## src/hw/rtl/ras_pkg.sv

```systemverilog
// ras_pkg: shared types, constants and key ordering for the row argsort block
// no dependencies; imported by ras_cell, row_argsort_core and both bench files
`default_nettype none

package ras_pkg;

  // default row capacity
  localparam int MAX_ROW_DEF = 64;

  // fixed payload widths
  localparam int KEY_W     = 32;
  localparam int IDX_OUT_W = 6;
  localparam int CFG_IDX_W = 4;

  // configuration register indexes
  localparam logic [CFG_IDX_W-1:0] CFG_DESCENDING   = CFG_IDX_W'(0);
  localparam logic [CFG_IDX_W-1:0] CFG_KEY_IS_FLOAT = CFG_IDX_W'(1);

  // top level sequencer states
  typedef enum logic [1:0] {
    ST_IDLE,
    ST_SORT,
    ST_DRAIN
  } ras_state_t;

  // what every cell of the chain does this cycle
  typedef enum logic [1:0] {
    CELL_HOLD,
    CELL_LOAD,
    CELL_SORT,
    CELL_SHIFT
  } cell_mode_t;

  // control broadcast to the whole chain
  typedef struct packed {
    cell_mode_t mode;
    logic       descending;
    logic       key_is_float;
  } ras_ctl_t;

  // nan only exists in float mode
  function automatic logic key_nan(input logic [KEY_W-1:0] k, input logic flt);
    key_nan = flt && (k[30:23] == 8'hFF) && (k[22:0] != 23'd0);
  endfunction

  // map a non-nan key to an unsigned value with the same order
  function automatic logic [KEY_W-1:0] key_rank(input logic [KEY_W-1:0] k,
                                                input logic flt);
    logic [KEY_W-1:0] r;
    if (!flt) begin
      r = k ^ 32'h8000_0000;
    end else if (k[30:0] == 31'd0) begin
      r = 32'h8000_0000;
    end else if (k[31]) begin
      r = ~k;
    end else begin
      r = k | 32'h8000_0000;
    end
    key_rank = r;
  endfunction

  // true when key a must come strictly before key b
  function automatic logic goes_before(input logic [KEY_W-1:0] a,
                                       input logic [KEY_W-1:0] b,
                                       input logic desc, input logic flt);
    logic             na;
    logic             nb;
    logic [KEY_W-1:0] ra;
    logic [KEY_W-1:0] rb;
    logic             res;
    na = key_nan(a, flt);
    nb = key_nan(b, flt);
    ra = key_rank(a, flt);
    rb = key_rank(b, flt);
    if (na || nb) begin
      res = desc ? (na && !nb) : (!na && nb);
    end else begin
      res = desc ? (ra > rb) : (ra < rb);
    end
    goes_before = res;
  endfunction

endpackage

`default_nettype wire

```

## src/hw/rtl/ras_cell.sv

```systemverilog
// ras_cell: one cell of the sorting chain, holds one key and its arrival index
// depends on ras_pkg; compares itself with its right neighbor
`default_nettype none

module ras_cell #(
  parameter int IDX_W = 6
) (
  input  wire                       clk,
  input  ras_pkg::ras_ctl_t         ctl,
  // load port
  input  wire                       load_en,
  input  wire [ras_pkg::KEY_W-1:0]  load_key,
  input  wire [IDX_W-1:0]           load_idx,
  // left neighbor
  input  wire [ras_pkg::KEY_W-1:0]  left_key,
  input  wire [IDX_W-1:0]           left_idx,
  input  wire                       left_swap,
  // right neighbor
  input  wire [ras_pkg::KEY_W-1:0]  right_key,
  input  wire [IDX_W-1:0]           right_idx,
  input  wire                       pair_en,
  // own contents
  output logic [ras_pkg::KEY_W-1:0] key,
  output logic [IDX_W-1:0]          idx,
  output logic                      swap
);
  import ras_pkg::*;

  logic [KEY_W-1:0] key_next;
  logic [IDX_W-1:0] idx_next;

  // exchange with the right neighbor only on a strict inversion, keeps ties stable
  assign swap = pair_en && goes_before(right_key, key, ctl.descending, ctl.key_is_float);

  // next contents
  always_comb begin
    key_next = key;
    idx_next = idx;
    case (ctl.mode)
      CELL_LOAD: begin
        if (load_en) begin
          key_next = load_key;
          idx_next = load_idx;
        end
      end
      CELL_SORT: begin
        if (swap) begin
          key_next = right_key;
          idx_next = right_idx;
        end else if (left_swap) begin
          key_next = left_key;
          idx_next = left_idx;
        end
      end
      CELL_SHIFT: begin
        key_next = right_key;
        idx_next = right_idx;
      end
      default: begin
        key_next = key;
        idx_next = idx;
      end
    endcase
  end

  // payload register
  always_ff @(posedge clk) begin
    key <= key_next;
    idx <= idx_next;
  end

endmodule

`default_nettype wire

```

## config.mk

```make
export PLATFORM = sky130hd
export DESIGN_NAME = ras_cell
export DESIGN_NICKNAME = d
export VERILOG_FILES = /design/src/hw/rtl/ras_pkg.sv /design/src/hw/rtl/ras_cell.sv
export SDC_FILE = /design/constraint.sdc
export NUM_CORES = 1
export LEC_CHECK = 0
export BUFFER_PORTS_ARGS = -buffer_cell sky130_fd_sc_hd__buf_2
export CAP_MARGIN = 30
export CORE_MARGIN = 2
export CORE_UTILIZATION = 50
export DETAILED_ROUTE_END_ITERATION = 8
export GPL_ROUTABILITY_DRIVEN = 0
export PLACE_DENSITY = 0.82
export SETUP_SLACK_MARGIN = 0.15
export SLEW_MARGIN = 25
export SYNTH_ARGS = -nofsm -noshare
export SYNTH_HDL_FRONTEND = slang
export SYNTH_SLANG_ARGS = --single-unit
```

## constraint.sdc

```tcl
create_clock -name clk -period 7.05 [get_ports clk]
set_input_delay 1.41 -clock clk [delete_from_list [all_inputs] [get_ports clk]]
set_output_delay 1.41 -clock clk [all_outputs]
set_load 0.01 [all_outputs]
```

Word level (Yosys, flattened, before mapping)
Index checks and enable logic that the tools add are counted.
Widths: inputs -> output; s select.
{"block": "word_totals", "register_bits": 38, "in_bits": 122, "memories": 0, "ram_bits": 0, "latch_bits": 0, "mem_bits_ro": 0, "elab_cells": 48, "output_inout_bits": 39}
{"block": "op_classes", "n_mux": 17, "n_eq_ne": 7, "multipliers": 0, "addsub": 0, "n_shift": 0, "div_mod_pow": 0, "n_bitwise": 4, "reduce_logical": 16, "n_lt_le_gt_ge": 2}
{"op": "$mux 32", "count": 9}
{"op": "$pmux 32 s3", "count": 1}
{"op": "$not 32->32", "count": 2}
{"op": "$logic_not 31->1", "count": 2}
{"op": "$reduce_bool 23->1", "count": 2}
{"op": "$gt 32x32->1", "count": 1}
{"op": "$lt 32x32->1", "count": 1}
{"op": "$mux 6", "count": 3}
{"op": "$pmux 6 s3", "count": 1}
{"op": "$eq 8x8->1 const B", "count": 2}
{"op": "$logic_and 1x1->1", "count": 7}
{"op": "$eq 2x2->1 const B", "count": 2}
{"op": "$mux 1", "count": 3}
{"op": "$ne 3x3->1 const B", "count": 1}
{"op": "$reduce_and 3->1", "count": 1}
{"op": "$reduce_bool 3->1", "count": 1}
{"op": "$eq 2x1->1 const B", "count": 1}
{"op": "$logic_not 1->1", "count": 2}
{"op": "$ne 2x2->1 const B", "count": 1}
{"op": "$not 1->1", "count": 2}
{"op": "$logic_or 1x1->1", "count": 1}

Longest topological paths before layout
{"block": "logic_depth", "depth_word": 10, "mapped_depth": 16, "depth_no_buf": 12}

Worst setup path after synthesis
Ideal clock, no wire load.
{"block": "synth_timing", "path_type": "input-to-reg", "start": "input right_key[17] (netlist name)", "end": "register idx[0], enable pin", "path_slack_ns": 1.445, "cell_stages": 13, "path_buffers": 1, "arrival_ns": 5.203, "setup_time_ns": 0.401, "required_time_ns": 6.649, "path_cell_list": "nor4_1 nand4_1 nor3_1 clkbuf_1 nor2_1 ha_1 a21oi_1 nand2_1 a221oi_2 a211oi_1 or4_4 nor2_1 o31a_1"}
{"block": "synth_via", "elab_chain_len": 10, "elab_cells_between_ends": 19, "classes_between": "order compare (2); eq/ne (1); mux (6); bitwise (1); reduce/logical (9)"}
{"element": "start: declaration", "line": "ras_cell.sv:19", "rtl": "input wire [ras_pkg::KEY_W-1:0] right_key,"}
{"element": "parallel branches: the longest is 6 deep, another holds $lt 32x32->1"}
{"element": "$mux 1 (*)", "line": "ras_pkg.sv:75", "rtl": "if (na || nb) begin"}
{"element": "$logic_and 1x1->1 (*)", "line": "ras_cell.sv:33", "rtl": "assign swap = pair_en && goes_before(right_key, key, ctl.descending, ctl.key_is_float);"}
{"element": "net swap", "line": "ras_cell.sv:25", "rtl": "output logic swap"}
{"element": "$ne 3x3->1 (no line) (*)"}
{"element": "$reduce_and 3->1 (no line) (*)"}
{"element": "end signal: assignment", "line": "ras_cell.sv:69", "rtl": "idx <= idx_next;"}
{"element": "end: declaration", "line": "ras_cell.sv:24", "rtl": "output logic [IDX_W-1:0] idx,"}
Mark *: on every way through the listed nets, which the timed path passes.
A chain may end at the register's enable or synchronous reset.

Worst setup path in the final report
{"block": "layout_timing", "start": "input right_key[0] (netlist name)", "end": "output swap"}
{"block": "layout_via", "elab_chain_len": 8, "elab_cells_between_ends": 17, "classes_between": "order compare (2); mux (6); bitwise (1); reduce/logical (8)"}
{"element": "parallel branches: the longest is 6 deep, another holds $lt 32x32->1"}
{"element": "$mux 1 (*)", "line": "ras_pkg.sv:75"}
{"element": "$logic_and 1x1->1 (*)", "line": "ras_cell.sv:33"}
{"element": "end: declaration", "line": "ras_cell.sv:25"}
Mark *: on every way between the ends.

==> key figures <==
Layout
  • Antenna diodes: 0
  • Fraction of final layout cells sized beyond drive strength 1: between 30 and 40%
  • Most frequent standard cell in the layout excluding fill and tap cells: buf_2
  • Post-Layout Inst Area: a little over 0.005 mm²
  • Net count reported at finish: between 700 and 800
  • Area grow syn2layout: 22.84%
  • Filler Cell Count: ~690
  • Most frequent cells in the layout: buf_2, inv_1, nand4_1, nand2_1, edfxtp_1

STA
  • Total Negative Setup Slacks: 0 ns
  • Headroom to the max-slew limit: approximately two fifths
  • Setup repair after global routing missed its margin: no
  • Final hold vios: 0
  • Period utilization: around 89%
  • Post-layout worst setup margin: between 0.7 and 0.8 ns
  • Min Clock Period, post-route: 6.276 ns
  • Total of endpoints with negative setup slack in the final report: 0
  • Clk_skew: 0.007416 ns
  • Final number of max-transition violations: 0
  • Worst-Margin Slew: approximately 0.9 ns
  • Highest attainable clock frequency: 159.3 MHz

Synth
  • Xor and xnor area share after synthesis: 13.13%
  • Async S/R FF share, synth: 0%
  • Synthesized area per cell: 8.439 µm²
  • Arithmetic-cell share of the synthesized area counting full adders, half adders and majority gates: roughly 9.7%
  • Sequential-to-total area share from yosys stat: 27.59%
  • Number of synthesized flops with an enable pin: 38
  • Register bit count reported by yosys: 38
  • Synth unique cells: between 40 and 50
  • Post-synth net total: roughly 640
  • Post-synth top area share: roughly 28%
  • Complex-gate fraction of the synthesized area: ~17%
  • Synth warn: 0
  • Post-Synthesis Cell Area: 0.004135 mm²
  • Simple-gate area share of the yosys netlist: 20.79%
  • Biggest area contributors in the synthesized netlist: edfxtp_1, ha_1, nand4_1
  • Cells after Synth: between 400 and 500
  • Most common flop cell mapped by yosys: edfxtp_1
  • Largest family of logic cells by synthesized area: simple AND/OR/NAND/NOR gates
  • Biggest area consumer among synthesized cells: edfxtp_1
  • Multiplexer share of the synthesized area: 0%

CTS
  • Hold-fix buffer count after cts: 0
  • TritonCTS buffer count: 5
  • Number of buffers on the longest clock path: 2
  • PostCTS Resize Cnt: 0
  • Clock tree from TritonCTS: done
  • Clock Sink Count: 38
  • CTS clock-pin slew for the worst setup and hold paths: 0.08 ns
  • Clock insertion delay at the later pin of the skew report: around 0.3 ns
  • Root cell of the clock tree: clkbuf_8
  • Number of setup buffers added after CTS: 0
  • Number of H-tree branching levels: 2

Route
  • First-pass DRT Iterations: 7
  • Remaining antenna violation count: 0
  • Residual DRC: 0
  • Overall via count from detail_route: roughly 4.3k
  • Violation count after the first detailed-route iteration: about 300
  • Ratio of routed vias to standard cells: around 5.8
  • Routed wire per std cell: 16.20 µm
  • Routed WL: between 10 and 15 mm

Worst hold path
  • Number of stages on the worst hold path: 7
  • Worst min-delay path category: register to register
  • Hold Crit Start: key[7]
  • End point of the most critical hold path: key[18]

Floorplanning
  • Die height: ~95 µm
  • Width of the chip: approximately 95 µm
  • Top-Level Pins: 161
  • Floorplan Core Area: 0.008134 mm²
  • Starting utilization of the core area: 50.84%
  • DIE AREA: 0.009014 mm²
  • Standard-cell row count: 33

Worst setup path
  • Critical Path RT: about 5.6 ns
  • Minimum setup slack among reg-to-reg paths: around 1.4 ns
  • Worst path cell trace: buf_2 > nor4_1 > nand4_1 > nor3_2 > buf_4 > nor2_1 > ha_1 > a21oi_1 > nand2_1 > a221oi_2 > a311oi_1 > or4_4 > nor2_1 > buf_2
  • Delay of the slowest critical-path stage: between 0.5 and 0.6 ns
  • Worst setup EP type: output port
  • Worst Reg-to-Reg Cells: 14
  • Slowest-stage cell, CP: or4_4
  • Worst Path Arrival: 4.87 ns
  • Worst setup path category: input pin to output port
  • Setup crit start kind: input pin
  • Reg2reg start: key[0]
  • Endpoint of the worst-slack reg-to-reg timing path: key[9]
  • Largest fanout of any net on the critical path: 24

Placement
  • Post-detail-place hpwl: 9.082 mm
  • Port-buffer cells: 160
  • Post-detailed-placement cell area: around 0.005 mm²
  • Worst Setup Slack post-DPL: 0.8368 ns

Job
  • Maximum Capacitance Violations: 0

Power and ir drop
  • Leakage power of the design: around 2.4 nW
  • Worst-case vdd ir drop: 0.00007943 V
  • P per Cell Area: roughly 170 mW/mm²

Global routing
  • Total routing usage reported by global routing: roughly a quarter
  • First-pass GRT wire length: 19.03 mm
  • Largest net degree at the start of global routing: 46
  • Number of global-route vias before repair: 4,066
  • Number of antenna violations at the first check in global routing: 0
  • Total congestion overflow after global routing: 0

Status
  • Run status: finished clean
-- registers in the layout, indices dropped and copies added (netlist names) --
register and cells:
idx 6, key 32
-- per-layer routing --
| layer | global-route usage [%] | vias up | part of all wire, % |
|---|---|---|---|
| met5 | 0 | - | 0 |
| met4 | 8.333 | 0 | 1.9 |
| met3 | 4.709 | 25 | 9.1 |
| met2 | 45.33 | 204 | 49 |
| met1 | 34.00 | 1996 | 40 |
| li1 | - | 2044 | - |
-- how the worst max path moves through the flow --
stage | from | endpoint | slack (ns) | cells past startpoint
6_report | right_key[0] | swap | 0.77 | 14
5_1_grt | right_key[0] | swap | 0.53 | 13
4_1_cts | right_key[0] | swap | 0.83 | 14
3_5_place_dp | right_key[17] | swap | 0.84 | 13
3_3_place_gp | right_key[17] | swap | 0.90 | 14
2_1_floorplan | right_key[17] | idx[0] | 1.45 | 13
-- power breakdown --
group	internal (mW)	switching (mW)	leakage (nW)
combinational	0.166	0.214	2.03
clock	0.0682	0.0844	0.0426
sequential	0.285	0.0245	0.379
total	0.520	0.323	2.45
-- worst max-delay path: cells and delay by family --
kind,cells,cell delay (ns)
AND/OR/NAND/NOR,7,1.85
buffers and inverters,3,0.58
AO/OA/AOI/OAI,3,0.68
adder cells (fa/ha/maj),1,0.34
-- Yosys cell counts (4+ instances only) --
cell,instances
nor4_1,12
a21oi_1,13
buf_2,5
nand4_1,50
o221ai_1,18
nor2_1,34
o221ai_2,20
xor2_1,30
ha_1,32
xnor2_1,32
nor3_1,8
inv_1,79
o21ai_0,4
nand3_1,5
nand2_1,47
buf_1,7
clkbuf_1,19
edfxtp_1,38
-- per-stage QoR --
stage | hold WS (ns) | util, % | total power [mW] | cells
final | 1.366 | 62.45 | 0.8422 | 738
after global routing | 1.439 | 62.45 | 0.9048 | 738
after CTS | 1.351 | 62.21 | 0.8385 | 737
after detailed placement | 1.334 | 61.21 | 0.6874 | 729
after global placement | 1.306 | 61.21 | 0.6710 | 729
after floorplan | 1.306 | - | 0.5632 | 490
-- cell type report --
class                           count  area (µm²)  share of cell area, %
Inverter                           79       296.5                  5.837
Sequential cell                    38        1141                  22.46
Tap cell                          105       131.4                  2.586
Timing Repair Buffer              170       888.4                  17.49
Clock inverter                      2       8.758                 0.1724
Clock buffer                        6       72.57                  1.429
Multi-Input combinational cell    338        2541                  50.02
-- logic make-up (layout without fill, tap and decap cells) --
logic type	count (synthesis)	in the layout
flops	38	38
compound gates	75	75
buf+inv	114	257
simple gates	169	169
xor+xnor	62	62
fa+ha+maj	32	32
(Power assumes the default switching activity.)
